**src/rtl/core/glg_pkg.sv**
```systemverilog
// Package for the generation lease gate: payload types, command and state codes.
`timescale 1ns / 1ps

package glg_pkg;

   localparam logic [1:0] CMD_BEGIN   = 2'd0;
   localparam logic [1:0] CMD_QUERY   = 2'd1;
   localparam logic [1:0] CMD_RENEW   = 2'd2;
   localparam logic [1:0] CMD_RELEASE = 2'd3;

   localparam logic [1:0] ST_ABSENT  = 2'd0;
   localparam logic [1:0] ST_PENDING = 2'd1;
   localparam logic [1:0] ST_READY   = 2'd2;

   localparam logic [62:0] GEN_MAX             = {63{1'b1}};
   localparam logic [31:0] LEASE_LENGTH_RESET  = 32'd1000;

   typedef struct packed {
      logic [1:0]  cmd;
      logic [63:0] now;
      logic [63:0] token;
      logic        running;
      logic        unlocked;
   } req_type;

   typedef struct packed {
      logic        ok;
      logic [62:0] granted_generation;
      logic        lease_valid;
      logic        lease_ready;
   } rsp_type;

endpackage

```
**src/rtl/core/glg_engine.sv**
```systemverilog
// Lease state registers and the single-pass command evaluation.
`timescale 1ns / 1ps

module glg_engine
   import glg_pkg::*;
(
   input  logic        clock,
   input  logic        reset,
   input  logic        fire,
   input  req_type     req,
   input  logic [31:0] lease_length,
   output rsp_type     rsp
);

   logic [63:0] observed_time_ff, observed_time_in;
   logic [62:0] generation_ff, generation_in;
   logic [1:0]  state_ff, state_in;
   logic [63:0] deadline_ff, deadline_in;

   logic [64:0] sum;
   logic        clk_ok, fits, expired, tok_match;
   logic [62:0] gen_next;

   assign sum       = {1'b0, req.now} + {33'd0, lease_length};
   assign fits      = ~sum[64];
   assign clk_ok    = req.now >= observed_time_ff;
   assign expired   = (state_ff != ST_ABSENT) && (req.now >= deadline_ff);
   assign tok_match = (req.token != 64'd0) && (req.token == {1'b0, generation_ff});
   assign gen_next  = generation_ff + 63'd1;

   always_comb begin
      observed_time_in = observed_time_ff;
      generation_in    = generation_ff;
      state_in         = state_ff;
      deadline_in      = deadline_ff;
      rsp.ok                 = 1'b0;
      rsp.granted_generation = '0;
      case (req.cmd)
         CMD_BEGIN: begin
            state_in    = ST_ABSENT;
            deadline_in = '0;
            if (clk_ok) begin
               observed_time_in = req.now;
               if ((generation_ff != GEN_MAX) && fits) begin
                  generation_in          = gen_next;
                  state_in               = ST_PENDING;
                  deadline_in            = sum[63:0];
                  rsp.granted_generation = gen_next;
                  rsp.ok                 = 1'b1;
               end
            end
         end
         CMD_QUERY: begin
            if (!clk_ok || expired) begin
               state_in    = ST_ABSENT;
               deadline_in = '0;
            end else begin
               rsp.ok = state_ff != ST_ABSENT;
            end
            if (clk_ok) begin
               observed_time_in = req.now;
            end
         end
         CMD_RENEW: begin
            if (!clk_ok) begin
               state_in    = ST_ABSENT;
               deadline_in = '0;
            end else begin
               observed_time_in = req.now;
               if (tok_match && (state_ff != ST_ABSENT)) begin
                  // expiry, sender status or overflow all revoke
                  if (expired || !req.running || !req.unlocked || !fits) begin
                     state_in    = ST_ABSENT;
                     deadline_in = '0;
                  end else begin
                     state_in    = ST_READY;
                     deadline_in = sum[63:0];
                     rsp.ok      = 1'b1;
                  end
               end
            end
         end
         CMD_RELEASE: begin
            if (tok_match) begin
               state_in    = ST_ABSENT;
               deadline_in = '0;
               rsp.ok      = 1'b1;
            end
         end
         default: begin
            rsp.ok = 1'b0;
         end
      endcase
      rsp.lease_valid = state_in != ST_ABSENT;
      rsp.lease_ready = state_in == ST_READY;
   end

   always_ff @(posedge clock) begin
      if (reset) begin
         observed_time_ff <= '0;
         generation_ff    <= '0;
         state_ff         <= ST_ABSENT;
         deadline_ff      <= '0;
      end else if (fire) begin
         observed_time_ff <= observed_time_in;
         generation_ff    <= generation_in;
         state_ff         <= state_in;
         deadline_ff      <= deadline_in;
      end
   end

   a_time_monotonic: assert property (@(posedge clock) disable iff (reset)
      fire |=> observed_time_ff >= $past(observed_time_ff))
      else $error("observed time went backward");

   a_gen_step: assert property (@(posedge clock) disable iff (reset)
      (fire && rsp.ok && (req.cmd == CMD_BEGIN)) |=>
         generation_ff == $past(generation_ff) + 63'd1)
      else $error("generation did not advance on granted begin");

   a_absent_no_deadline: assert property (@(posedge clock) disable iff (reset)
      (state_ff == ST_ABSENT) |-> (deadline_ff == 64'd0))
      else $error("absent lease holds a deadline");

endmodule

```
**src/rtl/core/generation_lease_gate_unit.sv**
```systemverilog
// Top level of the generation lease gate: request stage, result register, lease length.
//
//  channel | direction | handshake              | payload
//  req_    | in        | req_valid / req_ready  | req_data  (req_type)
//  rsp_    | out       | rsp_valid / rsp_ready  | rsp_data  (rsp_type)
//  csr_    | in        | csr_write              | csr_wdata (lease length)
//
// One request per cycle while the result is not stalled; the request is registered on
// acceptance, then the engine's compare/add pass is written into the result register,
// which offers it.
// A stalled result holds the engine; a request already registered waits behind it.
// Synchronous reset clears the lease state and sets lease length to 1000 ms.
`timescale 1ns / 1ps

module generation_lease_gate_unit
   import glg_pkg::*;
(
   input  logic        clock,
   input  logic        reset,
   input  logic        req_valid,
   output logic        req_ready,
   input  req_type     req_data,
   output logic        rsp_valid,
   input  logic        rsp_ready,
   output rsp_type     rsp_data,
   input  logic        csr_write,
   input  logic [31:0] csr_wdata
);

   logic        s1_valid_ff;
   req_type     s1_req_ff;
   logic        rsp_valid_ff;
   rsp_type     rsp_ff;
   logic [31:0] lease_length_ff;
   logic        fire;
   rsp_type     eng_rsp;

   assign fire      = s1_valid_ff && (!rsp_valid_ff || rsp_ready);
   assign req_ready = !s1_valid_ff || fire;
   assign rsp_valid = rsp_valid_ff;
   assign rsp_data  = rsp_ff;

   glg_engine u_engine (
      .clock        (clock),
      .reset        (reset),
      .fire         (fire),
      .req          (s1_req_ff),
      .lease_length (lease_length_ff),
      .rsp          (eng_rsp)
   );

   always_ff @(posedge clock) begin
      if (reset) begin
         s1_valid_ff     <= 1'b0;
         rsp_valid_ff    <= 1'b0;
         lease_length_ff <= LEASE_LENGTH_RESET;
      end else begin
         if (req_ready) begin
            s1_valid_ff <= req_valid;
         end
         if (fire) begin
            rsp_valid_ff <= 1'b1;
         end else if (rsp_ready) begin
            rsp_valid_ff <= 1'b0;
         end
         if (csr_write) begin
            lease_length_ff <= csr_wdata;
         end
      end
   end

   always_ff @(posedge clock) begin
      if (req_valid && req_ready) begin
         s1_req_ff <= req_data;
      end
      if (fire) begin
         rsp_ff <= eng_rsp;
      end
   end

   a_ready_needs_valid: assert property (@(posedge clock) disable iff (reset)
      rsp_valid_ff |-> (rsp_ff.lease_valid || !rsp_ff.lease_ready))
      else $error("lease ready without lease valid");

   a_grant_means_ok: assert property (@(posedge clock) disable iff (reset)
      (rsp_valid_ff && (rsp_ff.granted_generation != 63'd0)) |-> rsp_ff.ok)
      else $error("generation granted on a failed request");

   a_empty_stage_ready: assert property (@(posedge clock) disable iff (reset)
      !s1_valid_ff |-> req_ready)
      else $error("request refused with an empty stage");

endmodule
```
**config.mk**
```make
export PLATFORM = sky130hd
export DESIGN_NAME = generation_lease_gate_unit
export DESIGN_NICKNAME = d
export VERILOG_FILES = /design/src/rtl/core/glg_pkg.sv /design/src/rtl/core/glg_engine.sv /design/src/rtl/core/generation_lease_gate_unit.sv
export SDC_FILE = /design/constraint.sdc
export NUM_CORES = 1
export LEC_CHECK = 0
export ABC_CLOCK_PERIOD_IN_PS = 5500
export BUFFER_PORTS_ARGS = -buffer_cell sky130_fd_sc_hd__buf_2
export CAP_MARGIN = 0
export CORE_AREA = 4 4 241 243
export DETAILED_ROUTE_END_ITERATION = 12
export DIE_AREA = 0 0 245 247
export GPL_TIMING_DRIVEN = 0
export PLACE_DENSITY = 0.66
export SETUP_SLACK_MARGIN = 0.02
export SKIP_CTS_REPAIR_TIMING = 1
export SYNTH_ARGS = -nofsm -noshare
export SYNTH_HDL_FRONTEND = slang
export SYNTH_SLANG_ARGS = --single-unit
```
**constraint.sdc**
```tcl
create_clock -name clock -period 5.5 [get_ports clock]
set_input_delay 0.55 -clock clock [delete_from_list [all_inputs] [get_ports clock]]
set_output_delay 0.55 -clock clock [all_outputs]
set_load 0.03 [all_outputs]
```
After elaboration in Yosys (flattened, before gate mapping)

Index checks and enable logic that the tools add are counted.

Bits of input ports: 169
Register bits: 425

Reduce and logical (&&, ||, !) cells: 27
Magnitude comparators: 2
Muxes and demuxes: 26
Bitwise gates (word level): 1
$add $sub $neg: 2
Eq/ne operators: 9

Operators with widths:

| cell                                                   | number |
|---|---|
| two-way mux 64 bit                                     | 9 |
| one-hot mux 64 bit (4 select lines)                    | 1 |
| greater-or-equal comparator 64 bit                     | 2 |
| adder 64 x 32 -> 65 bit                                | 1 |
| == test 64 x 63 -> 1 bit                               | 1 |
| nonzero test 64 bit                                    | 1 |
| adder 63 x 1 -> 63 bit (second input constant)         | 1 |
| inequality test 63 bit (second input constant)         | 1 |
| two-way mux 2 bit                                      | 6 |
| two-way mux 1 bit                                      | 8 |
| one-hot mux 2 bit (4 select lines)                     | 1 |
| AND reduction 4 bit                                    | 2 |
| == test 2 bit (second input constant)                  | 3 |
| logical AND 1 bit                                      | 6 |
| logical OR 1 bit                                       | 6 |
| AND reduction 3 bit                                    | 2 |
| nonzero test 2 bit                                     | 3 |
| zero test 1 bit                                        | 5 |
| inequality test 2 x 1 -> 1 bit (second input constant) | 2 |
| one-hot mux 1 bit (4 select lines)                     | 1 |
| inequality test 3 bit (second input constant)          | 1 |
| OR reduction 3 bit                                     | 1 |
| == test 2 x 1 -> 1 bit (second input constant)         | 1 |
| zero test 2 bit                                        | 1 |
| NOT 1 bit                                              | 1 |

Logic depth before layout (Yosys ltp)

Gate-level depths: netlist (run 1).

Depth after elaboration: 10
Mapped depth: 14

By module

Synthesis (run 1) repeated with hierarchy kept, for this count alone.

Cell total of the unflattened synthesis: 2,239
Area, all modules: 22,068.7 µm²

Modules (own cells, without submodules):

| module                     | area an instance (µm²) | cells each | seq. area each (µm²) | instances |
|---|---|---|---|---|
| glg_engine                 | 14,863.0               | 1,927      | 3,863.7              | 1 |
| generation_lease_gate_unit | 7,205.7                | 312        | 6,626.4              | 1 |

Least setup slack after synthesis (run 1)

No wires, ideal clock.

Kind: input -> register
Start: in rsp_ready
End: reg s1_req_ff[0] (netlist name) (enable)
Data arrival time: 3.945 ns
Buffers on the path: 0
Data required time: 4.994 ns
Cell stages on the path: 3
Setup slack: 1.049 ns
Cell sequence: nor2b_1 nand2_1 and2_1

Longest elaborated chain between the ends: 4

Ends and longest elaborated chain:

| element                | line                             | RTL |
|---|---|---|
| start: declaration     | generation_lease_gate_unit.sv:24 | `input logic rsp_ready,` |
| logical OR 1 bit       | generation_lease_gate_unit.sv:38 | `assign fire = s1_valid_ff && (!rsp_valid_ff \|\| rsp_ready);` |
| logical AND 1 bit      | generation_lease_gate_unit.sv:38 |  |
| logical OR 1 bit       | generation_lease_gate_unit.sv:39 | `assign req_ready = !s1_valid_ff \|\| fire;` |
| named net req_ready    | generation_lease_gate_unit.sv:21 | `output logic req_ready,` |
| logical AND 1 bit      | generation_lease_gate_unit.sv:73 | `if (req_valid && req_ready) begin` |
| end signal: assignment | generation_lease_gate_unit.sv:74 | `s1_req_ff <= req_data;` |
| end: declaration       | generation_lease_gate_unit.sv:31 | `req_type s1_req_ff;` |

The timed path passes the listed nets, and every way through them passes these cells.
A chain may end at the register's enable or synchronous reset.

Final worst setup path (run 1)

Start: reg s1_req_ff[96] (netlist name)
End: reg u_engine.observed_time_ff[9]

Longest elaborated chain between the ends: 2

Ends and longest elaborated chain:

| element                              | line              | RTL |
|---|---|---|
| greater-or-equal comparator 64 bit   | glg_engine.sv:26  | `assign clk_ok = req.now >= observed_time_ff;` |
| AND reduction 3 bit (no source line) | -                 |  |
| end signal: assignment               | glg_engine.sv:105 | `observed_time_ff <= observed_time_in;` |
| end: declaration                     | glg_engine.sv:15  | `logic [63:0] observed_time_ff, observed_time_in;` |

Every way passes these cells.

==> impl_metrics.toml, run 1 <==
[outcome]
status = "completed"

[sta]
setup_viol = 0
worst_pin_slew_ps = 1150
hold_violations = 0
slew_viol_final = 0
finalCritPeriodShare_pct = 94.6
period_minus_slack_ps = 5200
fmax_ghz = 0.192
skew_ps = 28.8
relSlewSlack_pct = 22.7
grt_setup_unrepaired = "false"

[clocking]
tritoncts = "done"
htreeDepth = 2
root_buffer = "clkbuf_16"
clock_path_buffers = 3
clk_pin_slew_worst_paths_ps = 60
cts_buffers = 49
clk_latency_ps = 610
clock-sinks = 425

[die]
die_area_sq_um = 60500
fp-row-count = 87
initial_core_util_pct = 39.8
die_w_microns = 245
core_area_sq_um = 56000
fp.dieH_microns = 247
ios = 237

[job]
cap_viol_max_count = 0

[detailed_routing]
drtPass1Iterations = 7
vias = 18000
drt-wirelength-per-cell_microns = 20.3
final_antenna_net_count = 0
drtIter0Drc = 1460
drt_wl_total_microns = 68000
vias_per_cell = 5.37
drc = 0

[pwr]
p_per_area_nw_per_um2 = 300
vdd_drop_max_v = 0.000219
p_leak_nw = 9.74
finalPower_mw = 7.85

[grt]
grt_pass1_wl_microns = 103000
grt_pass1_vias = 17600
track_usage_pct = 21.9
grt_start_max_net_pins = 68
antenna_found_initial = 5
grt-ovfl-total = 0

[synthesis]
synth_nets = 2588
syn_inst = 2257
ys_seq_area_share_pct = 47.1
syn_area_per_cell_sq_um = 9.86
synth_edf_count = 198
synth_cell_type_count = 84
ys_ff_latch = 425
synth.cell_area_sq_um = 22300
async_flop_share_pct = 0
ys_warn_count = 0
synthFlopType = "dfxtp_1"

[worst_setup_path]
timing.rr.end = "u_engine.observed_time_ff[9]"
critPathKind = "flop to flop"
crit_arrival_ps = 5650
ff2ff_setup_slack_ps = 300
r2r_cells = 12
worst_setup_path_endpoint = "u_engine.observed_time_ff[9]"
path_max_fanout = 10
worst-endpoint-required_ps = 5940
timing.rr.start = "s1_req_ff[96]"
start_kind = "flop"
critPathLaunch = "s1_req_ff[96]"
end_kind = "flop"

[final_layout]
final_nets = 2877
nFillCells = 5312
area_growth_pct = 17.4
final_util_pct = 46.7
n_antenna_cell = 0
drive_above_1_share_pct = 14.9

[worst_hold_path]
hold_path_class = "input port to flop"

[placement]
dp_hpwl_microns = 51900
io_buffers = 235
gp_congestion = 0.932
==> placed cells by master, fill, tap and decap left out, drive strengths merged, types with 8 or more instances in the layout <==
| master | count |
|---|---|
| mux2i | 32 |
| xor2 | 61 |
| inv | 186 |
| o31ai | 21 |
| and3 | 17 |
| nor2b | 16 |
| a22o | 66 |
| or3 | 15 |
| a21oi | 156 |
| a21o | 30 |
| nor3 | 29 |
| nand3 | 47 |
| nand2b | 10 |
| o21a | 10 |
| or2 | 12 |
| buf | 284 |
| clkbuf | 127 |
| a221oi | 8 |
| ha | 161 |
| and2 | 9 |
| nand2 | 228 |
| nor4 | 48 |
| dfxtp | 227 |
| mux2 | 9 |
| a211oi | 9 |
| edfxtp | 198 |
| and4 | 19 |
| or4 | 19 |
| xnor2 | 129 |
| nor2 | 188 |
| o21ai | 34 |
| nand4 | 65 |
| clkinv | 20 |
| o22ai | 8 |
==> per-layer routing <==
layer / vias up / part of all wire (%) / global-route usage (%)
met5: - / 0.019 / 0
met4: 2 / 3.6 / 8.06
met3: 137 / 6.8 / 3.59
met2: 607 / 44 / 33.8
met1: 8576 / 46 / 31.0
li1: 8640 / - / -
==> cells in the mapped netlist, types with 19 or more instances <==
| master | instances | area, sq um |
|---|---|---|
| nand4_1 | 65 | 407 |
| mux2i_1 | 32 | 320 |
| edfxtp_1 | 198 | 5950 |
| buf_2 | 29 | 145 |
| a21oi_1 | 155 | 776 |
| nand2_1 | 226 | 848 |
| dfxtp_1 | 227 | 4540 |
| o31ai_1 | 21 | 158 |
| nor3_1 | 27 | 135 |
| o21ai_0 | 29 | 145 |
| a21o_1 | 30 | 225 |
| and4_1 | 19 | 166 |
| inv_1 | 182 | 683 |
| nor4_1 | 46 | 288 |
| nand3_1 | 47 | 235 |
| xor2_1 | 61 | 534 |
| clkbuf_1 | 67 | 251 |
| ha_1 | 161 | 2010 |
| a22o_1 | 66 | 578 |
| nor2_1 | 188 | 706 |
| xnor2_1 | 129 | 1130 |
==> how the worst min path moves through the flow <==
stage                                        startpoint                            end  slack [ps]  depth (start not counted)
after global routing                      req_data[102]                 s1_req_ff[102]         100                          1
after detailed placement  u_engine.observed_time_ff[18]  u_engine.observed_time_ff[18]         450                          2
final                                     req_data[111]                 s1_req_ff[111]         120                          1
after global placement    u_engine.observed_time_ff[15]  u_engine.observed_time_ff[15]         440                          2
after floorplan           u_engine.observed_time_ff[10]  u_engine.observed_time_ff[10]         440                          2
after CTS                                 req_data[111]                 s1_req_ff[111]          80                          1
==> stage by stage <==
stage	setup WS (ps)	hold WS, ps	std cells	instance area, sq um	TNS [ps]
floorplan	1050	436	2257	22300	0
global placement	-379	441	3248	24400	-46730
detailed placement	392	446	3251	24500	0
CTS	339	77.3	3342	26100	0
global route	73.0	95.3	3342	26100	0
finish	295	117	3342	26100	0
==> power breakdown <==
part	internal, mW	switching, mW	leakage, nW
Clock	2.05	1.37	0.822
Sequential	3.45	0.124	3.72
Combinational	0.327	0.536	5.20
Total	5.82	2.03	9.74
==> state kept, by name, summed over array words and instances (netlist names) <==
signal / count
s1_req_ff: 132
rsp_data: 66
u_engine.deadline_ff: 64
u_engine.observed_time_ff: 64
u_engine.generation_ff: 63
lease_length_ff: 32
u_engine.state_ff: 2
rsp_valid: 1
s1_valid_ff: 1
==> critical path: stages, from the launching register on <==
cell and delay [ps]:
edfxtp_1 480, ha_1 370, nand4_1 210, or4_1 660
o22ai_1 330, a2111oi_1 170, a2111oi_4 540, or2_2 240
clkbuf_1 490, nand3_1 830, clkbuf_1 480, nand2_1 160
a21oi_1 70
==> final cells by class <==
type | instances | area, sq um | area share (%)
Timing Repair Buffer | 238 | 1260 | 4.82
Multi-Input combinational cell | 1535 | 10600 | 40.4
Clock buffer | 60 | 1330 | 5.09
Tap cell | 756 | 946 | 3.62
Buffer | 113 | 520 | 1.99
Inverter | 184 | 691 | 2.64
Sequential cell | 425 | 10500 | 40.1
Clock inverter | 31 | 342 | 1.31
==> cells by family (layout without fill, tap and decap cells) <==
| kind of cell | count (synthesis) | count (layout) | share of synthesized area (%) |
|---|---|---|---|
| AOI/OAI and AO/OA | 417 | 417 | 13.1 |
| xor gates and xnor gates | 190 | 190 | 7.48 |
| adders and majority gates | 162 | 162 | 9.14 |
| buffers and inverters | 297 | 626 | 5.42 |
| DFF | 425 | 425 | 47.1 |
| muxes | 41 | 41 | 1.89 |
| and+or+nand+nor | 725 | 725 | 15.9 |
(Power assumes the default switching activity.)
==> inputs of run 2 (changes only) <==
- CORE_AREA: 4 4 241 243 -> 4 4 240 242
- DIE_AREA: 0 0 245 247 -> 0 0 244 246
- SYNTH_HIERARCHICAL: default -> 1
==> run 2 against run 1 <==
Effect of this change:
- utilization grew 0.23 points
- area after synthesis is 0.85% lower
- final area down 1.0%
- sequential cell count unchanged
- non-clock buffer count increased by 3
- total power fell by 2.6%
- critical path type unchanged
- largest cell class is now registers
==> impl_metrics.toml, run 2 <==
[synthesis]
synth.cell_area_sq_um = 22100
synth_edf_count = 198
synth_nets = 2570
synth_cell_type_count = 82
ys_warn_count = 6
synth_top_cell_by_area = "edfxtp_1"
synthFlopType = "dfxtp_1"
ys_ff_latch = 425
synth_top_area_share_pct = 26.9
synth.area.top_cells = "edfxtp_1, dfxtp_1, ha_1"
synth_commonest_cells = "dfxtp_1, nor2_1, nand2_1"
ys_seq_area_share_pct = 47.5
syn_inst = 2239
async_flop_share_pct = 0
synth_most_common_cell = "dfxtp_1"
syn_area_per_cell_sq_um = 9.86

[die]
ios = 237
initial_core_util_pct = 40.1
die_w_microns = 244
fp.dieH_microns = 246
fp-row-count = 86
core_area_sq_um = 55100
die_area_sq_um = 60000

[detailed_routing]
final_antenna_net_count = 0
drt-wirelength-per-cell_microns = 19.1
drt_wl_total_microns = 63200
drtIter0Drc = 1331
vias = 17600
drtPass1Iterations = 5
drc = 0
vias_per_cell = 5.30

[final_layout]
n_antenna_cell = 0
drive_above_1_share_pct = 14.7
largest-register = "s1_req_ff"
layout_common_cells = "buf_2, dfxtp_1, nor2_1"
layout_commonest_cell = "buf_2"
largest_reg_flops = 132
area_growth_pct = 17.2
final_nets = 2858

[grt]
antenna_found_initial = 0
grt_pass1_wl_microns = 96900
track_usage_pct = 20.5
grt_start_max_net_pins = 69
grt_pass1_vias = 17400
grt-ovfl-total = 0

[sta]
period_minus_slack_ps = 4680
setup_viol = 0
worst_pin_slew_ps = 1030
fmax_ghz = 0.214
whs_ps = 137
slew_viol_final = 0
skew_ps = 32.3
setup_tns_ps = 0
hold_violations = 0
relSlewSlack_pct = 31.1
finalCritPeriodShare_pct = 85.1
grt_setup_unrepaired = "false"

[worst_setup_path]
crit_arrival_ps = 5180
path_max_fanout = 10
end_kind = "flop"
critPathKind = "flop to flop"
start_kind = "flop"
worst-endpoint-required_ps = 6000

[clocking]
tritoncts = "done"
htreeDepth = 2
clk_pin_slew_worst_paths_ps = 60
clock-sinks = 425
clk_latency_ps = 590
cts_buffers = 48
root_buffer = "clkbuf_16"
clock_path_buffers = 3

[placement]
dp_hpwl_microns = 49300
io_buffers = 235
gp_congestion = 0.914

[pwr]
p_leak_nw = 9.38
vdd_drop_max_v = 0.000235
p_per_area_nw_per_um2 = 295

[worst_hold_path]
hold_path_class = "input port to flop"

[job]
cap_viol_max_count = 0

[outcome]
status = "completed"
==> run 2: cell count changes in the layout (fill, tap and decap cells not counted), moves of 9 or more <==
cell / previous run / this run
a21oi_1: 155 / 145
a22o_1: 66 / 57
clkbuf_1: 73 / 84
inv_1: 182 / 165
nand2_1: 226 / 205
nor2_1: 188 / 218
nor3_1: 27 / 46
nor3b_1: 0 / 12
o21ai_0: 29 / 39
o31ai_1: 21 / 3
or4_1: 18 / 2
xnor2_1: 129 / 163
==> run 2: path summary, 6_finish.rpt <==
kind                                                     from                       endpoint  slack, ps  depth (start not counted)
worst min-delay path                             req_data[14]                  s1_req_ff[14]        140                          1
worst max-delay path                           s1_req_ff[125]       u_engine/deadline_ff[31]        820                         11
worst min register to register  u_engine/observed_time_ff[44]  u_engine/observed_time_ff[44]        450                          2
worst max register to register                 s1_req_ff[125]       u_engine/deadline_ff[31]        820                         11
==> run 2: power breakdown <==
group	total (mW)	internal [mW]	switching [mW]	leakage, nW
Sequential	3.56	3.44	0.118	3.71
Clock	3.25	1.94	1.32	0.774
Combinational	0.825	0.318	0.508	4.89
Total	7.64	5.70	1.94	9.38
==> run 2: final cells by class <==
| type | count | area, sq um |
|---|---|---|
| timing repair buffer | 238 | 1250 |
| inverter | 166 | 623 |
| sequential | 425 | 10500 |
| fill | 5226 | 29200 |
| clock buffer | 63 | 1320 |
| tap | 748 | 936 |
| clock inverter | 27 | 288 |
| multi-input combinational | 1532 | 10400 |
| buffer | 116 | 558 |
==> run 2: routing by layer <==
metal	track usage [%]	routed length, microns	vias to the layer above
li1	-	-	8495
met1	26.6	27200	8379
met2	35.2	30300	573
met3	3.43	3990	111
met4	6.16	1750	0
met5	0	0	-
==> run 2: logic make-up (layout without fill, tap and decap cells) <==
kind of cell             Yosys count  count (layout)  synth area share (%)
XOR/XNOR                         219             219                  8.69
multiplexers                      27              27                  1.22
AND/OR/NAND/NOR                  731             731                  15.9
AO/OA/AOI/OAI                    393             393                  12.1
flip-flops                       425             425                  47.5
buffers and inverters            282             610                  5.35
adder cells (fa/ha/maj)          162             162                  9.22
==> run 2: through the flow <==
step | worst slack, ps | util, % | area, sq um | cells | total power [mW]
finish | 820 | 47.0 | 25900 | 3315 | 7.64
global placement | -279 | 43.9 | 24200 | 3222 | 4.43
detailed placement | 999 | 44.0 | 24300 | 3225 | 4.45
floorplan | 1040 | - | 22100 | 2239 | 4.14
CTS | 968 | 47.0 | 25900 | 3315 | 7.71
global route | 684 | 47.0 | 25900 | 3315 | 7.95
==> run 2: worst max-delay path, stage by stage (launching register included) <==
cell       delay (ps)
edfxtp_1          560
ha_1              400
a21oi_1           170
a21oi_1            80
a2111oi_0         500
o211ai_1          260
a2111oi_0         730
o21a_1            300
a21o_1            170
o2bb2ai_2         370
clkbuf_1          840
a32o_1            220
==> inputs of run 3 (changes only) <==
- RECOVER_POWER: default -> 100
==> run 3 against run 2 <==
Effect of this change:
- the flow now finishes with violations (capacitance limit, slew limit)
- sequential power about the same
- clock-buffer cell count stayed put
- first-iteration DRC count up 0.23%
- sequential share of layout area rose by 0.48 points
==> impl_metrics.toml, run 3 (synthesis results as in run 2) <==
[worst_hold_path]
hold_path_class = "input port to flop"

[worst_setup_path]
crit_chain = "ha_1, clkbuf_1, nand4_1, nor3_1, nor2b_1, a22o_1, a21oi_1, o31a_1, buf_4, o2111ai_1, clkbuf_1, buf_2, o211ai_1"
worst-endpoint-required_ps = 5780
critPathKind = "flop to flop"
path_delay_family = "compound AO/OA/AOI/OAI gates"
path_max_fanout = 10
cp_slowest_cell = "o2111ai_1"
end_kind = "flop"
slowest_delay_ps = 730
path_buf_inv = 4
cpMostUsedCell = "clkbuf_1"
start_kind = "flop"
crit_arrival_ps = 5260

[sta]
grt_setup_unrepaired = "false"
worst_pin_slew_ps = 2740
whs_ps = 136
postLayoutSetupSlackWorst_ps = 514
fmax_ghz = 0.201
relSlewSlack_pct = -82.5
slew_viol_final = 137
setup_viol = 0
hold_violations = 0
finalCritPeriodShare_pct = 90.7
skew_ps = 33.2
period_minus_slack_ps = 4990

[pwr]
switching_share_pct = 25.5
internal_power_mw = 5.68
p_clk_share_pct = 42.7
vdd_drop_max_v = 0.000235
p_per_area_nw_per_um2 = 298
seqPwrFrac_pct = 46.8
p_comb_share_pct = 10.5
p_leak_nw = 9.04
p_switching_mw = 1.94

[die]
die_w_microns = 244
ios = 237
die_area_sq_um = 60000
fp.dieH_microns = 246
core_area_sq_um = 55100
initial_core_util_pct = 40.1
fp-row-count = 86

[clocking]
root_buffer = "clkbuf_16"
htreeDepth = 2
clk_pin_slew_worst_paths_ps = 60
cts_buffers = 48
clock_path_buffers = 3
clk_latency_ps = 590
tritoncts = "done"
clock-sinks = 425

[final_layout]
n_antenna_cell = 0
largest-register = "s1_req_ff"
largest_reg_flops = 132
layout_commonest_cell = "dfxtp_1"
final_area_sq_um = 25600
area_growth_pct = 15.8
final_util_pct = 46.4
drive_above_1_share_pct = 9.78
final_nets = 2858
layout_common_cells = "dfxtp_1, nor2_1, nand2_1"

[job]
cap_viol_max_count = 3

[detailed_routing]
drtIter0Drc = 1334
vias = 17600
drtPass1Iterations = 5
vias_per_cell = 5.31
final_antenna_net_count = 0
drt-wirelength-per-cell_microns = 19.1
drc = 0
drt_wl_total_microns = 63300

[grt]
grt_start_max_net_pins = 69
grt_pass1_wl_microns = 96900
grt_pass1_vias = 17400
track_usage_pct = 20.5
grt-ovfl-total = 0
antenna_found_initial = 0

[outcome]
status = "finished, violations left"
violations = "capacitance limit, slew limit"

[placement]
dp_hpwl_microns = 49300
pre_cts_slack_ps = 999
io_buffers = 235
place_area_sq_um = 24300
gp_congestion = 0.914
==> run 3: cell count changes in the layout (fill, tap and decap cells not counted), sizes merged <==
cell    previous run  this run
clkbuf           139       256
buf              278       161
==> run 3: per-stage QoR <==
step | setup TNS (ps) | power (mW) | instances
finish | 0 | 7.62 | 3315
global route | 0 | 7.93 | 3315
CTS | 0 | 7.71 | 3315
detailed placement | 0 | 4.45 | 3225
global placement | -33650 | 4.43 | 3222
floorplan | 0 | 4.14 | 2239
==> run 3: power by group through the flow <==
stage	sequential (mW)	combinational [mW]	clock (mW)
CTS	3.56	0.823	3.33
floorplan	3.64	0.502	0
global route	3.58	0.891	3.46
global placement	3.64	0.786	0
detailed placement	3.63	0.819	0
finish	3.57	0.802	3.25
==> run 3: path summary, 6_finish.rpt <==
| path | startpoint | to | slack (ps) | cells past startpoint |
|---|---|---|---|---|
| hold / removal | req_data[14] | s1_req_ff[14] | 140 | 1 |
| setup reg to reg | s1_req_ff[85] | rsp_data[65] | 510 | 13 |
| setup / recovery | s1_req_ff[85] | rsp_data[65] | 510 | 13 |
| hold reg to reg | u_engine/observed_time_ff[44] | u_engine/observed_time_ff[44] | 450 | 2 |
==> run 3: per-layer routing <==
metal	track usage (%)	routed length (microns)	vias to the layer above
met1	26.6	27200	8425
met5	0	0	-
met3	3.43	4060	105
met4	6.16	1740	0
li1	-	-	8504
met2	35.2	30300	556
==> run 3: area by class of cell <==
| cell class | instances | area [sq um] |
|---|---|---|
| buffer | 116 | 484 |
| clock buffer | 63 | 1320 |
| clock inverter | 27 | 288 |
| fill | 5331 | 29500 |
| inverter | 166 | 623 |
| multi-input combinational | 1532 | 10300 |
| sequential | 425 | 10500 |
| tap | 748 | 936 |
| timing repair buffer | 238 | 1090 |
